===== config.mk =====
export PLATFORM = sky130hd
export DESIGN_NAME = modbus_rtu_master_framer_flat
export DESIGN_NICKNAME = d
export VERILOG_FILES = /design/src/rtl/mrmf_pkg.sv /design/src/rtl/mrmf_req_if.sv /design/src/rtl/mrmf_res_if.sv /design/src/rtl/mrmf_queue.sv /design/src/rtl/mrmf_front.sv /design/src/rtl/mrmf_back.sv /design/src/rtl/modbus_rtu_master_framer.sv /design/src/flat_wrapper.sv
export VERILOG_INCLUDE_DIRS = /design/src /design/src/rtl
export SDC_FILE = /design/constraint.sdc
export NUM_CORES = 1
export LEC_CHECK = 0
export BUFFER_PORTS_ARGS = -buffer_cell sky130_fd_sc_hd__buf_4
export CAP_MARGIN = 25
export CORE_ASPECT_RATIO = 0.75
export CORE_MARGIN = 5
export CORE_UTILIZATION = 50
export CTS_CLUSTER_DIAMETER = 40
export CTS_CLUSTER_SIZE = 24
export DETAILED_ROUTE_END_ITERATION = 10
export PLACE_DENSITY = 0.66
export SLEW_MARGIN = 10
export SYNTH_ARGS = -nofsm -noshare
export SYNTH_HDL_FRONTEND = slang
export SYNTH_HIERARCHICAL = 1
export SYNTH_SLANG_ARGS = --single-unit

===== constraint.sdc =====
create_clock -name clk_i -period 6.08 [get_ports clk_i]
set_input_delay 0.608 -clock clk_i [delete_from_list [all_inputs] [get_ports clk_i]]
set_output_delay 0.608 -clock clk_i [all_outputs]
set_load 0.005 [all_outputs]

===== src/rtl/modbus_rtu_master_framer_defines.svh =====
// ----------------------------------------------------------------------------
// modbus rtu master framer assertion macros
// shared checks, sampled on clk_i
// ----------------------------------------------------------------------------
`ifndef MODBUS_RTU_MASTER_FRAMER_DEFINES_SVH
`define MODBUS_RTU_MASTER_FRAMER_DEFINES_SVH

// checked only while out of reset
`define MRMF_ASSERT(lbl, prop, msg) \
  lbl: assert property (@(posedge clk_i) disable iff (!rst_ni) prop) else $error(msg);

// checked during reset too
`define MRMF_ASSERT_RST(lbl, prop, msg) \
  lbl: assert property (@(posedge clk_i) prop) else $error(msg);

`endif


===== src/rtl/mrmf_pkg.sv =====
// ----------------------------------------------------------------------------
// mrmf_pkg
// types, codes and limits shared by the modbus rtu master framer
// ----------------------------------------------------------------------------
package mrmf_pkg;

  localparam int unsigned MAX_READ_WORDS  = 32;
  localparam int unsigned MAX_WRITE_WORDS = 123;
  localparam int unsigned WIDX_W          = $clog2(MAX_READ_WORDS);
  localparam int unsigned WCNT_W          = $clog2(MAX_READ_WORDS + 1);
  localparam int unsigned LEFT_W          = $clog2(MAX_WRITE_WORDS + 1);
  localparam int unsigned QUEUE_DEPTH     = 4;
  localparam int unsigned TX_MAX_BYTES    = 7;
  localparam int unsigned TX_IDX_W        = $clog2(TX_MAX_BYTES);
  localparam int unsigned TX_LEN_W        = $clog2(TX_MAX_BYTES + 1);
  localparam int unsigned STEP_W          = $clog2(TX_MAX_BYTES + 3);

  localparam logic [15:0] CRC_INIT = 16'hFFFF;
  localparam logic [15:0] CRC_POLY = 16'hA001;

  localparam logic [7:0] FUNC_READ_INPUT   = 8'h04;
  localparam logic [7:0] FUNC_WRITE_SINGLE = 8'h06;
  localparam logic [7:0] FUNC_WRITE_MULTI  = 8'h10;

  localparam logic [7:0] RX_CNT_MAX      = 8'hFF;
  localparam logic [7:0] WRITE_RESP_LEN  = 8'd8;
  localparam logic [7:0] READ_RESP_EXTRA = 8'd5;
  localparam logic [7:0] DATA_OFFSET     = 8'd3;

  typedef enum logic [2:0] {
    REQ_READ         = 3'd0,
    REQ_WRITE_SINGLE = 3'd1,
    REQ_WRITE_MULTI  = 3'd2,
    REQ_DATA_WORD    = 3'd3,
    REQ_RX_BYTE      = 3'd4
  } req_type_e;

  typedef enum logic [1:0] {
    KIND_TX     = 2'd0,
    KIND_WORD   = 2'd1,
    KIND_STATUS = 2'd2
  } out_kind_e;

  typedef enum logic [2:0] {
    ST_OK    = 3'd0,
    ST_LEN   = 3'd1,
    ST_CRC   = 3'd2,
    ST_UNEXP = 3'd3,
    ST_RANGE = 3'd4
  } status_e;

  typedef enum logic [1:0] {
    CMD_TX   = 2'd0,
    CMD_STAT = 2'd1,
    CMD_RX   = 2'd2
  } cmd_op_e;

  typedef struct packed {
    logic [2:0]  req_type;
    logic [7:0]  slave_id;
    logic [15:0] reg_addr;
    logic [15:0] count_or_value;
    logic [15:0] data_word;
    logic [7:0]  rx_byte;
    logic        rx_end;
  } req_t;

  typedef struct packed {
    cmd_op_e                          op;
    logic [TX_MAX_BYTES-1:0][7:0]     bytes;
    logic [TX_LEN_W-1:0]              tx_len;
    logic                             crc_init;
    logic                             crc_tail;
    status_e                          code;
    logic                             rx_store;
    logic                             rx_odd;
    logic [WIDX_W-1:0]                rx_widx;
    logic                             rx_end;
    logic                             rx_len_ok;
    logic [WCNT_W-1:0]                rx_wcnt;
  } cmd_t;

  typedef struct packed {
    logic full;
    logic empty;
  } q_stat_t;

  typedef struct packed {
    logic [1:0]  kind;
    logic [15:0] value;
    logic [2:0]  status;
    logic        last;
  } res_t;

endpackage


===== src/rtl/mrmf_req_if.sv =====
// ----------------------------------------------------------------------------
// mrmf_req_if
// request channel: valid, ready and one request item
// ----------------------------------------------------------------------------
interface mrmf_req_if;
  logic        valid;
  logic        ready;
  logic [2:0]  req_type;
  logic [7:0]  slave_id;
  logic [15:0] reg_addr;
  logic [15:0] count_or_value;
  logic [15:0] data_word;
  logic [7:0]  rx_byte;
  logic        rx_end;

  modport source (
    output valid, req_type, slave_id, reg_addr, count_or_value, data_word, rx_byte, rx_end,
    input  ready
  );
  modport sink (
    input  valid, req_type, slave_id, reg_addr, count_or_value, data_word, rx_byte, rx_end,
    output ready
  );
endinterface


===== src/rtl/mrmf_res_if.sv =====
// ----------------------------------------------------------------------------
// mrmf_res_if
// result channel: valid, ready and one result item
// ----------------------------------------------------------------------------
interface mrmf_res_if;
  logic        valid;
  logic        ready;
  logic [1:0]  out_kind;
  logic [15:0] out_value;
  logic [2:0]  status_code;
  logic        out_last;

  modport source (
    output valid, out_kind, out_value, status_code, out_last,
    input  ready
  );
  modport sink (
    input  valid, out_kind, out_value, status_code, out_last,
    output ready
  );
endinterface


===== src/rtl/mrmf_queue.sv =====
// ----------------------------------------------------------------------------
// mrmf_queue
// small command queue between the request front end and the frame engine
// ----------------------------------------------------------------------------
module mrmf_queue (
  input  logic            clk_i,
  input  logic            rst_ni,
  input  logic            push_i,
  input  mrmf_pkg::cmd_t  cmd_i,
  input  logic            pop_i,
  output mrmf_pkg::cmd_t  cmd_o,
  output mrmf_pkg::q_stat_t q_stat_o
);
  import mrmf_pkg::*;

  localparam int unsigned PTR_W = $clog2(QUEUE_DEPTH);
  localparam int unsigned CNT_W = $clog2(QUEUE_DEPTH + 1);
  localparam logic [PTR_W-1:0] PTR_LAST = PTR_W'(QUEUE_DEPTH - 1);

  cmd_t             mem_q [QUEUE_DEPTH];
  logic [PTR_W-1:0] wr_ptr_q, wr_ptr_d;
  logic [PTR_W-1:0] rd_ptr_q, rd_ptr_d;
  logic [CNT_W-1:0] cnt_q, cnt_d;
  logic             do_push, do_pop;

  assign q_stat_o.full  = (cnt_q == CNT_W'(QUEUE_DEPTH));
  assign q_stat_o.empty = (cnt_q == '0);
  assign do_push = push_i && !q_stat_o.full;
  assign do_pop  = pop_i && !q_stat_o.empty;
  assign cmd_o   = mem_q[rd_ptr_q];

  always_comb begin
    wr_ptr_d = wr_ptr_q;
    rd_ptr_d = rd_ptr_q;
    cnt_d    = cnt_q;
    if (do_push) begin
      wr_ptr_d = (wr_ptr_q == PTR_LAST) ? '0 : wr_ptr_q + PTR_W'(1);
    end
    if (do_pop) begin
      rd_ptr_d = (rd_ptr_q == PTR_LAST) ? '0 : rd_ptr_q + PTR_W'(1);
    end
    if (do_push && !do_pop) begin
      cnt_d = cnt_q + CNT_W'(1);
    end else if (do_pop && !do_push) begin
      cnt_d = cnt_q - CNT_W'(1);
    end
  end

  always_ff @(posedge clk_i or negedge rst_ni) begin
    if (!rst_ni) begin
      wr_ptr_q <= '0;
      rd_ptr_q <= '0;
      cnt_q    <= '0;
    end else begin
      wr_ptr_q <= wr_ptr_d;
      rd_ptr_q <= rd_ptr_d;
      cnt_q    <= cnt_d;
    end
  end

  always_ff @(posedge clk_i) begin
    if (do_push) begin
      mem_q[wr_ptr_q] <= cmd_i;
    end
  end

endmodule


===== src/rtl/mrmf_front.sv =====
// ----------------------------------------------------------------------------
// mrmf_front
// accepts request items, tracks the pending transaction and turns each item
// into one command for the frame engine
// ----------------------------------------------------------------------------
module mrmf_front (
  input  logic              clk_i,
  input  logic              rst_ni,
  input  logic              in_valid_i,
  output logic              in_ready_o,
  input  mrmf_pkg::req_t    req_i,
  input  mrmf_pkg::q_stat_t q_stat_i,
  output logic              push_o,
  output mrmf_pkg::cmd_t    cmd_o
);
  import mrmf_pkg::*;

  typedef enum logic [1:0] {
    PK_IDLE  = 2'd0,
    PK_READ  = 2'd1,
    PK_WRITE = 2'd2,
    PK_WORDS = 2'd3
  } pend_e;

  pend_e             pend_q, pend_d;
  logic [WCNT_W-1:0] wcnt_q, wcnt_d;
  logic [LEFT_W-1:0] left_q, left_d;
  logic [7:0]        rxcnt_q, rxcnt_d;

  logic       accept;
  logic       is_read;
  logic [7:0] rx_off;
  logic [6:0] rx_w;
  logic [7:0] rxcnt_inc;
  logic [7:0] exp_len;

  assign in_ready_o = !q_stat_i.full;
  assign accept     = in_valid_i && in_ready_o;
  assign push_o     = accept;

  assign is_read   = (pend_q == PK_READ);
  assign rx_off    = rxcnt_q - DATA_OFFSET;
  assign rx_w      = rx_off[7:1];
  assign rxcnt_inc = (rxcnt_q == RX_CNT_MAX) ? rxcnt_q : rxcnt_q + 8'd1;
  assign exp_len   = is_read ? 8'({wcnt_q, 1'b0}) + READ_RESP_EXTRA : WRITE_RESP_LEN;

  always_comb begin
    pend_d  = pend_q;
    wcnt_d  = wcnt_q;
    left_d  = left_q;
    rxcnt_d = rxcnt_q;
    cmd_o   = '0;
    cmd_o.op   = CMD_STAT;
    cmd_o.code = ST_UNEXP;
    if (accept) begin
      unique case (req_i.req_type)
        REQ_READ, REQ_WRITE_SINGLE: begin
          if (req_i.req_type == REQ_READ &&
              (req_i.count_or_value == '0 ||
               req_i.count_or_value > 16'(MAX_READ_WORDS))) begin
            pend_d     = PK_IDLE;
            cmd_o.code = ST_RANGE;
          end else begin
            cmd_o.op       = CMD_TX;
            cmd_o.bytes[0] = req_i.slave_id;
            cmd_o.bytes[1] = (req_i.req_type == REQ_READ) ? FUNC_READ_INPUT
                                                          : FUNC_WRITE_SINGLE;
            cmd_o.bytes[2] = req_i.reg_addr[15:8];
            cmd_o.bytes[3] = req_i.reg_addr[7:0];
            cmd_o.bytes[4] = req_i.count_or_value[15:8];
            cmd_o.bytes[5] = req_i.count_or_value[7:0];
            cmd_o.tx_len   = TX_LEN_W'(6);
            cmd_o.crc_init = 1'b1;
            cmd_o.crc_tail = 1'b1;
            rxcnt_d        = '0;
            if (req_i.req_type == REQ_READ) begin
              wcnt_d = req_i.count_or_value[WCNT_W-1:0];
              pend_d = PK_READ;
            end else begin
              pend_d = PK_WRITE;
            end
          end
        end
        REQ_WRITE_MULTI: begin
          if (req_i.count_or_value == '0 ||
              req_i.count_or_value > 16'(MAX_WRITE_WORDS)) begin
            pend_d     = PK_IDLE;
            cmd_o.code = ST_RANGE;
          end else begin
            cmd_o.op       = CMD_TX;
            cmd_o.bytes[0] = req_i.slave_id;
            cmd_o.bytes[1] = FUNC_WRITE_MULTI;
            cmd_o.bytes[2] = req_i.reg_addr[15:8];
            cmd_o.bytes[3] = req_i.reg_addr[7:0];
            cmd_o.bytes[4] = req_i.count_or_value[15:8];
            cmd_o.bytes[5] = req_i.count_or_value[7:0];
            cmd_o.bytes[6] = {req_i.count_or_value[6:0], 1'b0};
            cmd_o.tx_len   = TX_LEN_W'(7);
            cmd_o.crc_init = 1'b1;
            left_d         = req_i.count_or_value[LEFT_W-1:0];
            pend_d         = PK_WORDS;
          end
        end
        REQ_DATA_WORD: begin
          if (pend_q == PK_WORDS && left_q != '0) begin
            cmd_o.op       = CMD_TX;
            cmd_o.bytes[0] = req_i.data_word[15:8];
            cmd_o.bytes[1] = req_i.data_word[7:0];
            cmd_o.tx_len   = TX_LEN_W'(2);
            cmd_o.crc_tail = (left_q == LEFT_W'(1));
            left_d         = left_q - LEFT_W'(1);
            if (left_q == LEFT_W'(1)) begin
              pend_d  = PK_WRITE;
              rxcnt_d = '0;
            end
          end
        end
        REQ_RX_BYTE: begin
          if (pend_q == PK_READ || pend_q == PK_WRITE) begin
            cmd_o.op        = CMD_RX;
            cmd_o.bytes[0]  = req_i.rx_byte;
            cmd_o.rx_store  = is_read && (rxcnt_q >= DATA_OFFSET) && (rx_w < 7'(wcnt_q));
            cmd_o.rx_odd    = rx_off[0];
            cmd_o.rx_widx   = rx_w[WIDX_W-1:0];
            cmd_o.rx_end    = req_i.rx_end;
            cmd_o.rx_len_ok = (rxcnt_inc == exp_len);
            cmd_o.rx_wcnt   = is_read ? wcnt_q : '0;
            if (req_i.rx_end) begin
              pend_d  = PK_IDLE;
              rxcnt_d = '0;
            end else begin
              rxcnt_d = rxcnt_inc;
            end
          end
        end
        default: begin
          cmd_o.code = ST_UNEXP;
        end
      endcase
    end
  end

  always_ff @(posedge clk_i or negedge rst_ni) begin
    if (!rst_ni) begin
      pend_q  <= PK_IDLE;
      wcnt_q  <= '0;
      left_q  <= '0;
      rxcnt_q <= '0;
    end else begin
      pend_q  <= pend_d;
      wcnt_q  <= wcnt_d;
      left_q  <= left_d;
      rxcnt_q <= rxcnt_d;
    end
  end

endmodule


===== src/rtl/mrmf_back.sv =====
// ----------------------------------------------------------------------------
// mrmf_back
// frame engine: sends frame bytes with the running crc, checks responses,
// buffers read words and drains them after a good check
// ----------------------------------------------------------------------------
module mrmf_back (
  input  logic              clk_i,
  input  logic              rst_ni,
  input  mrmf_pkg::q_stat_t q_stat_i,
  input  mrmf_pkg::cmd_t    cmd_i,
  output logic              pop_o,
  input  logic              out_ready_i,
  output logic              out_valid_o,
  output mrmf_pkg::res_t    res_o
);
  import mrmf_pkg::*;

  typedef enum logic [2:0] {
    B_IDLE,
    B_TX,
    B_STAT,
    B_RX,
    B_CHECK,
    B_WORD
  } bstate_e;

  function automatic logic [15:0] crc_feed(logic [15:0] crc, logic [7:0] b);
    logic [15:0] c;
    c = crc ^ {8'h00, b};
    for (int k = 0; k < 8; k++) begin
      c = c[0] ? ((c >> 1) ^ CRC_POLY) : (c >> 1);
    end
    return c;
  endfunction

  bstate_e           state_q, state_d;
  cmd_t              cmd_q, cmd_d;
  logic [STEP_W-1:0] step_q, step_d;
  logic [15:0]       crc_q, crc_d;
  status_e           code_q, code_d;
  logic [WCNT_W-1:0] ptr_q, ptr_d;
  logic              valid_q, valid_d;
  res_t              res_q, res_d;

  logic [15:0] mem [MAX_READ_WORDS];
  logic [15:0] rdata_q;
  logic [7:0]  held_q;
  logic        mem_we;
  logic        held_we;
  logic        out_free;
  logic [7:0]  tx_byte;

  assign out_free    = !valid_q || out_ready_i;
  assign tx_byte     = cmd_q.bytes[step_q[TX_IDX_W-1:0]];
  assign out_valid_o = valid_q;
  assign res_o       = res_q;

  always_comb begin
    state_d = state_q;
    cmd_d   = cmd_q;
    step_d  = step_q;
    crc_d   = crc_q;
    code_d  = code_q;
    ptr_d   = ptr_q;
    valid_d = valid_q && !out_ready_i;
    res_d   = res_q;
    pop_o   = 1'b0;
    mem_we  = 1'b0;
    held_we = 1'b0;
    unique case (state_q)
      B_IDLE: begin
        if (!q_stat_i.empty) begin
          pop_o  = 1'b1;
          cmd_d  = cmd_i;
          step_d = '0;
          case (cmd_i.op)
            CMD_TX: begin
              if (cmd_i.crc_init) begin
                crc_d = CRC_INIT;
              end
              state_d = B_TX;
            end
            CMD_RX: begin
              state_d = B_RX;
            end
            default: begin
              code_d  = cmd_i.code;
              state_d = B_STAT;
            end
          endcase
        end
      end
      B_TX: begin
        if (out_free) begin
          valid_d      = 1'b1;
          res_d.kind   = KIND_TX;
          res_d.status = ST_OK;
          if (step_q < STEP_W'(cmd_q.tx_len)) begin
            res_d.value = {8'h00, tx_byte};
            crc_d       = crc_feed(crc_q, tx_byte);
            res_d.last  = !cmd_q.crc_tail && (step_q + STEP_W'(1) == STEP_W'(cmd_q.tx_len));
          end else if (step_q == STEP_W'(cmd_q.tx_len)) begin
            res_d.value = {8'h00, crc_q[7:0]};
            res_d.last  = 1'b0;
          end else begin
            res_d.value = {8'h00, crc_q[15:8]};
            res_d.last  = 1'b1;
            crc_d       = CRC_INIT;
          end
          step_d = step_q + STEP_W'(1);
          if (res_d.last) begin
            state_d = B_IDLE;
          end
        end
      end
      B_STAT: begin
        if (out_free) begin
          valid_d      = 1'b1;
          res_d.kind   = KIND_STATUS;
          res_d.value  = 16'(code_q);
          res_d.status = code_q;
          res_d.last   = 1'b1;
          state_d      = B_IDLE;
        end
      end
      B_RX: begin
        crc_d = crc_feed(crc_q, cmd_q.bytes[0]);
        if (cmd_q.rx_store) begin
          mem_we  = cmd_q.rx_odd;
          held_we = !cmd_q.rx_odd;
        end
        state_d = cmd_q.rx_end ? B_CHECK : B_IDLE;
      end
      B_CHECK: begin
        crc_d = CRC_INIT;
        ptr_d = '0;
        if (!cmd_q.rx_len_ok) begin
          code_d  = ST_LEN;
          state_d = B_STAT;
        end else if (crc_q != '0) begin
          code_d  = ST_CRC;
          state_d = B_STAT;
        end else begin
          code_d  = ST_OK;
          state_d = (cmd_q.rx_wcnt != '0) ? B_WORD : B_STAT;
        end
      end
      B_WORD: begin
        if (out_free) begin
          valid_d      = 1'b1;
          res_d.kind   = KIND_WORD;
          res_d.value  = rdata_q;
          res_d.status = ST_OK;
          res_d.last   = 1'b0;
          ptr_d        = ptr_q + WCNT_W'(1);
          if (ptr_q + WCNT_W'(1) == cmd_q.rx_wcnt) begin
            state_d = B_STAT;
          end
        end
      end
      default: begin
        state_d = B_IDLE;
      end
    endcase
  end

  always_ff @(posedge clk_i or negedge rst_ni) begin
    if (!rst_ni) begin
      state_q <= B_IDLE;
      cmd_q   <= '0;
      step_q  <= '0;
      crc_q   <= CRC_INIT;
      code_q  <= ST_OK;
      ptr_q   <= '0;
      valid_q <= 1'b0;
      res_q   <= '0;
    end else begin
      state_q <= state_d;
      cmd_q   <= cmd_d;
      step_q  <= step_d;
      crc_q   <= crc_d;
      code_q  <= code_d;
      ptr_q   <= ptr_d;
      valid_q <= valid_d;
      res_q   <= res_d;
    end
  end

  // word buffer, registered read addressed by the next drain pointer
  always_ff @(posedge clk_i) begin
    if (mem_we) begin
      mem[cmd_q.rx_widx] <= {held_q, cmd_q.bytes[0]};
    end
    if (held_we) begin
      held_q <= cmd_q.bytes[0];
    end
    rdata_q <= mem[ptr_d[WIDX_W-1:0]];
  end

endmodule


===== src/rtl/modbus_rtu_master_framer.sv =====
// ----------------------------------------------------------------------------
// modbus_rtu_master_framer
// modbus rtu master: builds request frames with crc-16 and checks responses
// ----------------------------------------------------------------------------
// Usage: request items arrive on req_i, result items leave on res_o, both
// valid/ready channels. Request types: read input registers and write single
// register give 8 transmit bytes; write multiple gives a 7 byte header, then
// 2 bytes per data word and the crc after the last word; response bytes give
// nothing until the byte marked rx_end, which gives the buffered read words
// (after a good check) and one status item.
// Each request item is classified combinationally and queued (4 deep), so
// req_i.ready only drops while the queue is full. The frame engine takes a
// command while idle, then sends its results; response bytes feed the crc
// and the closing byte also has length and crc checked. The buffered words
// drain at one per cycle unless res_o stalls, via a registered read of the
// word buffer. A stalled res_o holds its item; the engine waits and requests
// keep being taken until the queue fills. Reset returns to idle with an
// empty queue and no result pending; the word buffer is not cleared.
// ----------------------------------------------------------------------------
`include "modbus_rtu_master_framer_defines.svh"

module modbus_rtu_master_framer (
  input logic       clk_i,
  input logic       rst_ni,
  mrmf_req_if.sink  req_i,
  mrmf_res_if.source res_o
);
  import mrmf_pkg::*;

  req_t    req_s;
  cmd_t    front_cmd;
  cmd_t    queue_cmd;
  q_stat_t q_stat;
  res_t    res_s;
  logic    push;
  logic    pop;
  logic    in_ready;
  logic    out_valid;

  assign req_s.req_type       = req_i.req_type;
  assign req_s.slave_id       = req_i.slave_id;
  assign req_s.reg_addr       = req_i.reg_addr;
  assign req_s.count_or_value = req_i.count_or_value;
  assign req_s.data_word      = req_i.data_word;
  assign req_s.rx_byte        = req_i.rx_byte;
  assign req_s.rx_end         = req_i.rx_end;
  assign req_i.ready          = in_ready;

  mrmf_front u_front (
    .clk_i      (clk_i),
    .rst_ni     (rst_ni),
    .in_valid_i (req_i.valid),
    .in_ready_o (in_ready),
    .req_i      (req_s),
    .q_stat_i   (q_stat),
    .push_o     (push),
    .cmd_o      (front_cmd)
  );

  mrmf_queue u_queue (
    .clk_i    (clk_i),
    .rst_ni   (rst_ni),
    .push_i   (push),
    .cmd_i    (front_cmd),
    .pop_i    (pop),
    .cmd_o    (queue_cmd),
    .q_stat_o (q_stat)
  );

  mrmf_back u_back (
    .clk_i       (clk_i),
    .rst_ni      (rst_ni),
    .q_stat_i    (q_stat),
    .cmd_i       (queue_cmd),
    .pop_o       (pop),
    .out_ready_i (res_o.ready),
    .out_valid_o (out_valid),
    .res_o       (res_s)
  );

  assign res_o.valid       = out_valid;
  assign res_o.out_kind    = res_s.kind;
  assign res_o.out_value   = res_s.value;
  assign res_o.status_code = res_s.status;
  assign res_o.out_last    = res_s.last;

  `MRMF_ASSERT_RST(a_reset_no_result, !rst_ni |=> !res_o.valid, "result valid after reset")
  `MRMF_ASSERT(a_status_closes, res_o.valid && res_o.out_kind == KIND_STATUS |-> res_o.out_last && res_o.out_value == 16'(res_o.status_code), "status item malformed")
  `MRMF_ASSERT(a_data_status_zero, res_o.valid && res_o.out_kind != KIND_STATUS |-> res_o.status_code == ST_OK, "status code set on data item")
  `MRMF_ASSERT(a_pop_not_empty, pop |-> !q_stat.empty, "command taken from empty queue")
  `MRMF_ASSERT(a_full_stalls, q_stat.full |-> !req_i.ready, "request taken while queue full")

endmodule

===== src/flat_wrapper.sv =====
// flat-port wrapper written by rule: the top's interface ports become plain ports
module modbus_rtu_master_framer_flat import mrmf_pkg::*;
  (clk_i, rst_ni, req_i_valid, req_i_req_type, req_i_slave_id, req_i_reg_addr, req_i_count_or_value, req_i_data_word, req_i_rx_byte, req_i_rx_end, req_i_ready, res_o_valid, res_o_out_kind, res_o_out_value, res_o_status_code, res_o_out_last, res_o_ready);
  mrmf_req_if req_i_i ();
  mrmf_res_if res_o_i ();
  input logic clk_i;
  input logic rst_ni;
  input wire logic [$bits(req_i_i.valid)-1:0] req_i_valid;
  input wire logic [$bits(req_i_i.req_type)-1:0] req_i_req_type;
  input wire logic [$bits(req_i_i.slave_id)-1:0] req_i_slave_id;
  input wire logic [$bits(req_i_i.reg_addr)-1:0] req_i_reg_addr;
  input wire logic [$bits(req_i_i.count_or_value)-1:0] req_i_count_or_value;
  input wire logic [$bits(req_i_i.data_word)-1:0] req_i_data_word;
  input wire logic [$bits(req_i_i.rx_byte)-1:0] req_i_rx_byte;
  input wire logic [$bits(req_i_i.rx_end)-1:0] req_i_rx_end;
  output wire logic [$bits(req_i_i.ready)-1:0] req_i_ready;
  output wire logic [$bits(res_o_i.valid)-1:0] res_o_valid;
  output wire logic [$bits(res_o_i.out_kind)-1:0] res_o_out_kind;
  output wire logic [$bits(res_o_i.out_value)-1:0] res_o_out_value;
  output wire logic [$bits(res_o_i.status_code)-1:0] res_o_status_code;
  output wire logic [$bits(res_o_i.out_last)-1:0] res_o_out_last;
  input wire logic [$bits(res_o_i.ready)-1:0] res_o_ready;
  assign req_i_i.valid = req_i_valid;
  assign req_i_i.req_type = req_i_req_type;
  assign req_i_i.slave_id = req_i_slave_id;
  assign req_i_i.reg_addr = req_i_reg_addr;
  assign req_i_i.count_or_value = req_i_count_or_value;
  assign req_i_i.data_word = req_i_data_word;
  assign req_i_i.rx_byte = req_i_rx_byte;
  assign req_i_i.rx_end = req_i_rx_end;
  assign req_i_ready = req_i_i.ready;
  assign res_o_valid = res_o_i.valid;
  assign res_o_out_kind = res_o_i.out_kind;
  assign res_o_out_value = res_o_i.out_value;
  assign res_o_status_code = res_o_i.status_code;
  assign res_o_out_last = res_o_i.out_last;
  assign res_o_i.ready = res_o_ready;
  modbus_rtu_master_framer u_core (.clk_i(clk_i), .rst_ni(rst_ni), .req_i(req_i_i), .res_o(res_o_i));
endmodule

==> impl_results.md <==
* Initial antenna violation count at 2
* Critical Path Source: u_core/u_back/state_q[1]
* DRT iter0 DRCs at 3123
* Main synth FF type: edfxtp_1
* GPL Wtd Cong at 0.8795
* Final design utilization at 0.5785
* Via density at 6.171
* Chip height at 262.0 um
* Total track usage at 0.2326
* WL per Instance at 27.04 um
* Clock power share at 0.289
* Area of the core at 84030 sq um
* Mapped Area at 42350 sq um
* Post-synth net total at 2659
* Netlist cell types at 89
* Max_cap viols at 0
* Final setup violation count at 0
* Pint at 16.50 mW
* GRT overflow at 0
* Final setup margin at 1.415 ns
* TNS Setup at 0 ns
* Global-route wire length before repair at 158000 um
* Clk_skew at 0.02561 ns
* FP Rows at 92
* CTS tree: yes
* Pin count of the biggest net entering global routing at 106
* Crit path DAT at 5.24 ns
* Syn. warnings at 6
* Post-CTS Setup Inserts at 0
* Syn Inst Count at 2562
* Drt pass-1 iters at 6
* Flop pwr share at 0.389
* Number of synthesized register bits at 1020
* Element type at the critical path start: flip-flop
* Routed WL at 106500 um
* Worst Path Max Fanout at 33
* H-tree levels at 3
* Layout Nets at 2806
* Top Ports at 96
* Reg2reg setup slack at 1.41 ns
* DIE AREA at 90680 sq um
* Clk_lat worst skew at 0.68 ns
* Max frequency at 214.4 MHz
* Via count at 24310
* Detailed Place HPWL at 67320 um
* Sw Share at 0.3409
* Starting Density at 0.5040
* Area delta synth->final at 14.79%
* Placed instance count at 3719
* Dpl ws at 1.500 ns
* Outcome: finished clean
* Final Hold Viols at 0
* Net Switching at 8.535 mW
* Async S/R FF share, synth at 0.1569
* Slew HR at 0.2813
* I/O Buffers at 95
* Hold Crit Class: in -> reg
* Root Buffer: clkbuf_16
* DRC at 0
* # hold bufs at CTS at 1
* Vias in the first global route at 23800
* Worst reg2reg startpoint: u_core/u_back/state_q[1]
* Clock Sinks at 1020
* Leakage at 16.41 nW
* Finished Layout Cells at 3939
* Antenna viol nets, final at 0
* CP Capture Type: flip-flop
* Clk slew on worst S/H paths at 0.07 ns
* Post-CTS sizing at 0
* Cell area power density at 515.0 nW/um^2
* Clock Tree Buf Depth at 3
* Min Clock Period, post-route at 4.665 ns
* Register-to-Register Path Depth at 8
* Total Power at 25.04 mW
* DIE WIDTH at 346.1 um
* Worst setup path endpoint: u_core/u_back/rdata_q[15]
* Worst Tran Pin Value at 1.078 ns
* Comb pwr share at 0.322
* RSZ-0062 raised after global routing: false
* Worst EP required at 6.66 ns
* Period utilization at 0.7673
* CTS Buf Count at 115
* Seq/Total Area, Yosys at 0.7010
* Pins Over Slew Limit at 0
* Share of cells above drive strength 1 at 0.2637
* Worst vdd rail ir drop at 0.0003707 V
* R2r endpoint: u_core/u_back/rdata_q[15]
* Number of synthesized flops with an enable pin at 844
* Synthesized area per cell at 16.53 sq um
* Setup CP Type: reg -> reg
[state kept, by name, summed over array words and instances (netlist names)]
name	flops
u_core/u_back/mem	512
u_core/u_queue/mem_q	324
u_core/u_back/cmd_q	75
u_core/u_back/res_o	22
u_core/u_back/crc_q	16
u_core/u_back/rdata_q	16
u_core/u_back/held_q	8
u_core/u_front/rxcnt_q	8
u_core/u_front/left_q	7
u_core/u_back/ptr_q	6
u_core/u_front/wcnt_q	6
u_core/u_back/step_q	4
u_core/u_back/code_q	3
u_core/u_back/state_q	3
u_core/u_queue/cnt_q	3
u_core/u_front/pend_q	2
u_core/u_queue/rd_ptr_q	2
u_core/u_queue/wr_ptr_q	2
u_core/u_back/out_valid_o	1
[per-stage QoR]
stage / hold WS (ns) / instance area [sq um]
detailed placement: 0.4918 / 44530
global placement: 0.4722 / 44420
finish: 0.2855 / 48610
global route: 0.2594 / 48610
floorplan: 0.3124 / 42350
CTS: 0.2388 / 48610
[placed cells by master, fill, tap and decap left out, types with 24 or more instances in the layout]
| master | netlist | routed |
|---|---|---|
| a21oi_1 | 38 | 38 |
| mux2_2 | 208 | 208 |
| buf_4 | 5 | 163 |
| o22ai_1 | 52 | 52 |
| a22oi_1 | 46 | 46 |
| o221ai_1 | 36 | 36 |
| xor2_1 | 27 | 27 |
| a221oi_1 | 51 | 51 |
| clkbuf_16 | 0 | 116 |
| ha_1 | 24 | 24 |
| dfrtp_1 | 144 | 142 |
| mux4_2 | 86 | 86 |
| o21ai_0 | 50 | 50 |
| inv_1 | 45 | 45 |
| xnor2_1 | 39 | 39 |
| nor2_1 | 132 | 120 |
| mux2i_1 | 155 | 155 |
| nand2_1 | 114 | 113 |
| edfxtp_1 | 844 | 844 |
[power by group through the flow]
stage	sequential (mW)	clock, mW	combinational, mW
2_1_floorplan	9.53	0	5.57
3_3_place_gp	9.82	0	7.87
3_5_place_dp	9.87	0	7.96
4_1_cts	9.73	7.35	8.00
5_1_grt	9.84	7.64	8.55
6_report	9.74	7.23	8.07
[cells by family after synthesis]
group,count (synthesis),share of synthesized area
AOI/OAI and AO/OA,386,0.06668
xor gates and xnor gates,71,0.01613
adders and majority gates,25,0.007563
buffers and inverters,190,0.02068
DFF,1020,0.7010
muxes,458,0.1410
other,1,0.00008855
and+or+nand+nor,411,0.04689
[final cells by class]
cell class / instances / area (sq um)
clock buffer: 127 / 2974
timing repair buffer: 174 / 1395
tap: 1128 / 1411
sequential: 1020 / 29700
fill: 6319 / 35420
inverter: 46 / 172.7
clock inverter: 91 / 1099
antenna: 1 / 2.502
multi-input combinational: 1352 / 11860
[worst min-delay path by stage]
stage | slack, ns | end | start | depth (start not counted)
floorplan | 0.31 | u_core/u_back/cmd_q[0] | rst_ni | 0
global placement | 0.47 | u_core/u_back/res_o[2] | u_core/u_back/res_o[2] | 2
detailed placement | 0.49 | u_core/u_back/res_o[9] | u_core/u_back/res_o[9] | 2
CTS | 0.24 | u_core/u_front/wcnt_q[3] | req_i_count_or_value[3] | 2
global route | 0.26 | u_core/u_front/wcnt_q[3] | req_i_count_or_value[3] | 2
finish | 0.29 | u_core/u_front/wcnt_q[3] | req_i_count_or_value[3] | 2
[worst max-delay path, cell delays in order (launching register included)]
cell,delay (ns)
dfrtp_1,0.84
and3b_1,0.37
nand2_1,0.28
mux2i_1,0.54
nand2b_2,0.84
o22ai_1,0.34
a221oi_1,0.78
o22ai_1,0.28
a221oi_1,0.27
[Yosys cell counts (12+ instances only)]
library cell	instances	area share
mux2_2	208	0.055
a22oi_1	46	0.0082
a221oi_1	51	0.011
dfrtp_1	144	0.085
buf_1	13	0.0012
and3_1	13	0.0019
dfxtp_1	16	0.0076
edfxtp_1	844	0.60
inv_1	45	0.0040
a31oi_1	13	0.0019
ha_1	24	0.0071
buf_2	40	0.0047
nand2_1	114	0.010
o221ai_1	36	0.0074
a22o_1	13	0.0027
clkbuf_1	73	0.0065
nand2b_1	15	0.0022
buf_6	12	0.0032
nor4_1	14	0.0021
o21ai_0	50	0.0059
xnor2_1	39	0.0081
mux2i_1	155	0.037
nor3_1	18	0.0021
and2_1	16	0.0024
mux4_2	86	0.046
o22ai_1	52	0.0077
nor2_1	132	0.012
xor2_1	27	0.0056
nand3_1	24	0.0028
a21oi_1	38	0.0045
dfstp_2	16	0.0099
[routing by layer]
layer	up-vias	global-route usage	share of wire
met5	-	0	0
met4	0	0.04568	0.016
met3	143	0.05248	0.095
met2	1137	0.3338	0.43
met1	12550	0.3682	0.46
li1	10480	-	-
Power figures use the tool's default switching activity.
